--- src/rtl/core/gsd_div.sv ---
// Restoring divider, one quotient bit per cycle, shared by all fractions.
// Standalone; instantiated by gini_simpson_diversity_engine.
`timescale 1ns / 1ps
`default_nettype none

module gsd_div #(
  parameter int NUM_W = 51,
  parameter int DEN_W = 23
) (
  input  wire logic             clk_i,
  input  wire logic             rst_ni,
  input  wire logic             start_i,
  input  wire logic [NUM_W-1:0] num_i,
  input  wire logic [DEN_W-1:0] den_i,
  output logic                  done_o,
  output logic      [NUM_W-1:0] quot_o
);

  localparam int CNT_W = $clog2(NUM_W + 1);

  logic [NUM_W-1:0] num_q, num_d;
  logic [DEN_W-1:0] rem_q, rem_d;
  logic [DEN_W-1:0] den_q;
  logic [CNT_W-1:0] cnt_q;
  logic             busy_q;
  logic             done_q;
  logic [DEN_W:0]   trial;
  logic [DEN_W:0]   diff;
  logic             fits;

  always_comb begin
    trial = {rem_q, num_q[NUM_W-1]};
    diff  = trial - {1'b0, den_q};
    fits  = trial >= {1'b0, den_q};
    rem_d = fits ? diff[DEN_W-1:0] : trial[DEN_W-1:0];
    num_d = {num_q[NUM_W-2:0], fits};
  end

  always_ff @(posedge clk_i) begin
    if (start_i) begin
      num_q <= num_i;
      den_q <= den_i;
      rem_q <= '0;
    end else if (busy_q) begin
      num_q <= num_d;
      rem_q <= rem_d;
    end
  end

  always_ff @(posedge clk_i or negedge rst_ni) begin
    if (!rst_ni) begin
      busy_q <= 1'b0;
      done_q <= 1'b0;
      cnt_q  <= '0;
    end else begin
      done_q <= busy_q && (cnt_q == CNT_W'(1));
      if (start_i) begin
        busy_q <= 1'b1;
        cnt_q  <= CNT_W'(NUM_W);
      end else if (busy_q) begin
        cnt_q <= cnt_q - CNT_W'(1);
        if (cnt_q == CNT_W'(1)) begin
          busy_q <= 1'b0;
        end
      end
    end
  end

  assign done_o = done_q;
  assign quot_o = num_q;

endmodule

`default_nettype wire

--- config.mk ---
export PLATFORM = sky130hd
export DESIGN_NAME = gsd_div
export DESIGN_NICKNAME = d
export VERILOG_FILES = /design/src/rtl/core/gsd_div.sv
export SDC_FILE = /design/constraint.sdc
export NUM_CORES = 1
export LEC_CHECK = 0
export CORE_ASPECT_RATIO = 2
export CORE_MARGIN = 2
export CORE_UTILIZATION = 58
export DETAILED_ROUTE_END_ITERATION = 8
export DONT_BUFFER_PORTS = 1
export GPL_ROUTABILITY_DRIVEN = 1
export GPL_TIMING_DRIVEN = 0
export PLACE_DENSITY = 0.82
export SKIP_LAST_GASP = 1
export SLEW_MARGIN = 20
export SYNTH_ARGS = -nofsm -noshare
export SYNTH_HDL_FRONTEND = slang
export SYNTH_SLANG_ARGS = --single-unit
export TNS_END_PERCENT = 1
--- constraint.sdc ---
create_clock -name clk_i -period 2.9 [get_ports clk_i]
set_clock_uncertainty 0.2 [all_clocks]
set_input_delay 0.435 -clock clk_i [delete_from_list [all_inputs] [get_ports clk_i]]
set_output_delay 0.435 -clock clk_i [all_outputs]
set_load 0.01 [all_outputs]
# Word-level counts from Yosys, hierarchy flattened
# Index checks and enable logic that the tools add are counted.
dict set report classes {
  magnitude_cmp 1
  addsub 2
  n_mux 8
  n_reduce_logical 2
  eq_ne 1
}
# op n
set op_table {}
lappend op_table {{2-to-1 mux 51 bit} 2}
lappend op_table {{greater-or-equal comparator 24 x 23 -> 1 bit} 1}
lappend op_table {{2-to-1 mux 23 bit} 1}
lappend op_table {{subtractor 23 bit} 1}
lappend op_table {{2-to-1 mux 6 bit} 2}
lappend op_table {{equality test 6 x 1 -> 1 bit (second input constant)} 1}
lappend op_table {{subtractor 6 x 1 -> 6 bit (second input constant)} 1}
lappend op_table {{2-to-1 mux 1 bit} 3}
lappend op_table {{nonzero test 2 bit} 1}
lappend op_table {{logical AND 1 bit} 1}
dict set report totals {
  reg_bits 105
  wordCells 20
  input_bits 77
  output_inout_bits 52
}

# Logic depth before layout (Yosys ltp)
dict set report logic_depth {
  ltp_word 4
  ltp_mapped 12
  ltp_nobuf 10
}

# Worst setup path after synthesis
# Ideal clock, no wire load.
dict set report synth_path {
  kind {register to register}
  start {register num_q[50] (netlist: quot_o[50])}
  end {register rem_q[13]}
  path_buffers 1
  path_stages_with_launch 12
  setup_ns 0.079
  slack_ns 0.087
  synth_period_minus_slack_ns 2.813
  arrival_ns 2.534
  cell_sequence {edfxtp_1 -> inv_1 -> ha_1 -> fa_1 -> nor2b_1 -> o31ai_1 -> a21oi_2 -> o211ai_2 -> and2_4 -> buf_6 -> or3_4 -> a211oi_2}
}
dict set report synth_between {
  elab_chain_cells 2
}
# item line_no
set synth_rtl {}
lappend synth_rtl {{from (decl)} 21} ;# logic [NUM_W-1:0] num_q, num_d;
lappend synth_rtl {{from (signal assigned)} 41} ;# num_q <= num_i;
lappend synth_rtl {{from (signal assigned)} 45} ;# num_q <= num_d;
lappend synth_rtl {{subtractor 23 bit or greater-or-equal comparator 24 x 23 -> 1 bit (tied branches)} {33, 34}}
lappend synth_rtl {{2-to-1 mux 23 bit (*)} 35} ;# rem_d = fits ? diff[DEN_W-1:0] : trial[DEN_W-1:0];
lappend synth_rtl {{to (signal assigned)} 46} ;# rem_q <= rem_d;
lappend synth_rtl {{to (decl)} 22} ;# logic [DEN_W-1:0] rem_q, rem_d;
# Every way passes the cells marked *; elsewhere a longest branch is shown, timed or not.
# A chain may end at the register's enable or synchronous reset.

# Worst setup path in the final report
dict set report layout_path {
  start {register den_q[1]}
  end {register rem_q[13]}
}
dict set report layout_between {
  elab_chain_cells 2
}
# item line_no
set layout_rtl {}
lappend layout_rtl {{from (decl)} 23} ;# logic [DEN_W-1:0] den_q;
lappend layout_rtl {{from (signal assigned)} 42} ;# den_q <= den_i;
lappend layout_rtl {{subtractor 23 bit or greater-or-equal comparator 24 x 23 -> 1 bit (tied branches)} {33, 34}}
lappend layout_rtl {{2-to-1 mux 23 bit (*)} 35}
# Marks and branches as above.

==> flow_summary_export.csv <==
group,metric,value,unit
run_status,status,"completed",
power,powerDensity,777.6,nW/um2
final_layout,mostFrequentLayoutCells,"edfxtp_1 (74), mux2_2 (52), nor2_1 (42), inv_1 (32), nand2_1 (32)",
sta,post-route-period-util,0.9966,
floorplan,die_h,143.9,um
global_route,grt_use_met1,0.2762,
final_layout,nFillCells,718,
final_layout,drive_gt1_frac,0.2061,
sta,max_slew_margin,0.3824,
clock_tree,clkSlewWorstSetupHoldPaths,0.08,ns
placement,dp_hpwl,10620,um
logic_synthesis,synth-main-ff-cell,"edfxtp_1",
setup_path,cp_max_fo,5,
setup_path,cp_data_required_time,2.97,ns
final_layout,final_common_cell,"edfxtp_1",
sta,worst_slew_pin_slew,0.9229,ns
route,via_per_inst,6.178,
sta,setup_viol,0,
global_route,grt_max_degree,28,
clock_tree,clk_latency,0.36,ns
clock_tree,cts_sinks,105,
clock_tree,htreeDepth,3,
floorplan,num_rows,51,
final_layout,multi_input_area,2651,um2
route,vias,4263,
power,ir_worst_vdd,0.0005426,V
route,dr.pass1.iters,5,
global_route,grt_antenna_before_repair,0,
logic_synthesis,avgSynthCellArea,11.28,um2
global_route,grt_pass1_wl,22140,um
sta,final_hold_viol_count,0,
floorplan,num_io_pins,129,
global_route,met3_usage,0.07083,
route,wl_per_cell,21.33,um
logic_synthesis,synthDistinctLibCells,62,
logic_synthesis,yosys.area.top_type_share,0.3916,
power,power.total,5.147,mW
sta,slew_violations,0,
sta,setup_tns,0,ns
final_layout,post-route-util,0.6869,
global_route,top_usage_layer,"met2",
placement,io_buffers,0,
logic_synthesis,synth_top_cell_by_area,"edfxtp_1",
floorplan,core,9635,um2
floorplan,die_w,73.94,um
power,total_leakage_power,2.588,nW
logic_synthesis,ys_ff_latch,105,
logic_synthesis,syn_inst,503,
route,drt.antenna.violating_nets,0,
floorplan,start_util,0.5889,
logic_synthesis,synth-edff-count,74,
route,wl,14720,um
flow_run,drv_cap,0,
logic_synthesis,syn_nets,606,
setup_path,cp-end-kind,"flip-flop",
setup_path,arrival,2.96,ns
logic_synthesis,ys_warn_count,0,
global_route,track_usage,0.2829,
floorplan,die_area,10640,um2
setup_path,worstSetupStartpointType,"flip-flop",
global_route,grt_use_met2,0.5132,
clock_tree,cts_tree,"built",
placement,pre_cts_slack,-0.5034,ns
final_layout,antenna_cells,0,
sta,fin_ws,0.009979,ns
clock_tree,numCtsBuffers,9,
route,drc,0,
logic_synthesis,ys_seq_area_frac,0.5080,
clock_tree,clockBufferDepth,2,
hold_path,min_path_cells,1,
logic_synthesis,netlist_area,5674,um2
placement,gp_congestion,0.9897,
logic_synthesis,synth_area_leaders,"edfxtp_1 (39%), mux2_2 (10%), dfxtp_1 (8.1%), ha_1 (5.5%), dfrtp_1 (3.5%)",
sta,max_freq,0.3460,GHz
hold_path,min_path_type,"input pin to flip-flop",
global_route,grt_pass1_vias,4452,
setup_path,worstSetupPathType,"flip-flop to flip-flop",
route,drt_iter0_markers,335,
final_layout,syn_to_final_growth,16.65,%
logic_synthesis,ys_async_sr_fraction,0.07619,
sta,rsz0062_at_grt,"yes",
sta,min_period,2.890,ns
global_route,overflow,0,
final_layout,regArea,2884,um2
setup_path,rr_worst_depth,9,
clock_tree,cts-root-buf,"clkbuf_16",
final_layout,fin_nets,656,
flip-flops by register name, summed over array words and instances, names as in the netlist:
name,count
quot_o,51
rem_q,23
den_q,23
busy_q,1
cnt_q,6
done_o,1
through the flow:
stage	cells	hold slack [ns]	cell area [um2]
6_report	690	0.09360	6619
5_1_grt	690	0.09048	6619
4_1_cts	685	0.09620	6554
3_5_place_dp	636	-0.06048	5867
3_3_place_gp	635	-0.06041	5839
2_1_floorplan	503	-0.06059	5674
layout make-up:
type / instances / area share
sequential: 105 / 0.4357
multi-input combinational: 342 / 0.4006
timing repair buffer: 40 / 0.06049
clock buffer: 10 / 0.03459
tap: 132 / 0.02495
inverter: 33 / 0.01871
buffer: 22 / 0.01569
clock inverter: 6 / 0.009263
metal layers:
layer | share of wire | vias up
met1 | 0.33 | 2040
li1 | - | 1946
met4 | 0.059 | 0
met2 | 0.55 | 210
met5 | 0 | -
met3 | 0.056 | 67
synthesized netlist by cell type, types with 3 or more instances:
cell,count
ha_1,25
nand2b_1,5
clkbuf_1,17
nor3_1,9
o21ai_0,23
xnor2_1,11
o311ai_0,3
nor4_1,4
o31ai_1,6
and3_1,3
edfxtp_1,74
a211oi_1,9
mux2i_1,9
nor2_1,42
a21oi_1,22
xor2_1,9
nor2b_1,5
nand2_1,32
nand4_1,4
buf_2,3
inv_1,33
dfrtp_1,8
a21o_1,7
nand3_1,7
o21a_1,4
nand4b_1,3
dfxtp_1,23
a311oi_1,4
a22oi_1,4
mux2_2,52
o21bai_1,4
power breakdown:
part	internal [mW]	switching [mW]
registers	1.85	0.231
clock network	0.605	0.590
logic	0.842	1.03
total	3.29	1.85
cell families after synthesis:
family          synth area share
buf+inv                  0.04035
compound gates            0.1367
fa+ha+maj                0.05866
mux                       0.1191
simple gates              0.1063
flops                     0.5080
xor+xnor                 0.03087
path summary, 6_finish.rpt:
path / startpoint / end / slack (ns)
setup / recovery: den_q[1] / rem_q[13] / 0.01
hold / removal: num_i[3] / quot_o[3] / 0.09
setup reg to reg: den_q[1] / rem_q[13] / 0.01
hold reg to reg: rem_q[16] / rem_q[16] / 0.29
max in group asynchronous: rst_ni / cnt_q[0] / 2.01
min in group asynchronous: rst_ni / done_o / 0.23
worst max-delay path: stages, from the launching register on:
cell and delay [ns]:
edfxtp_1 0.43, inv_1 0.08, ha_1 0.24, nor2b_1 0.15, o31a_1 0.26, nor4_1 0.32, o21ai_2 0.19, mux2_2 0.31
or3_4 0.40, a211oi_2 0.21
what timing repair did:
item	4_1_cts	5_1_grt
setup buffers	9	5
pin swaps	10	7
setup endpoints to repair	24	22
endpoints found under the hold margin	54	0
resized for setup	20	7
hold buffers	25	0
Note: power is estimated with default switching activity, not from simulation.
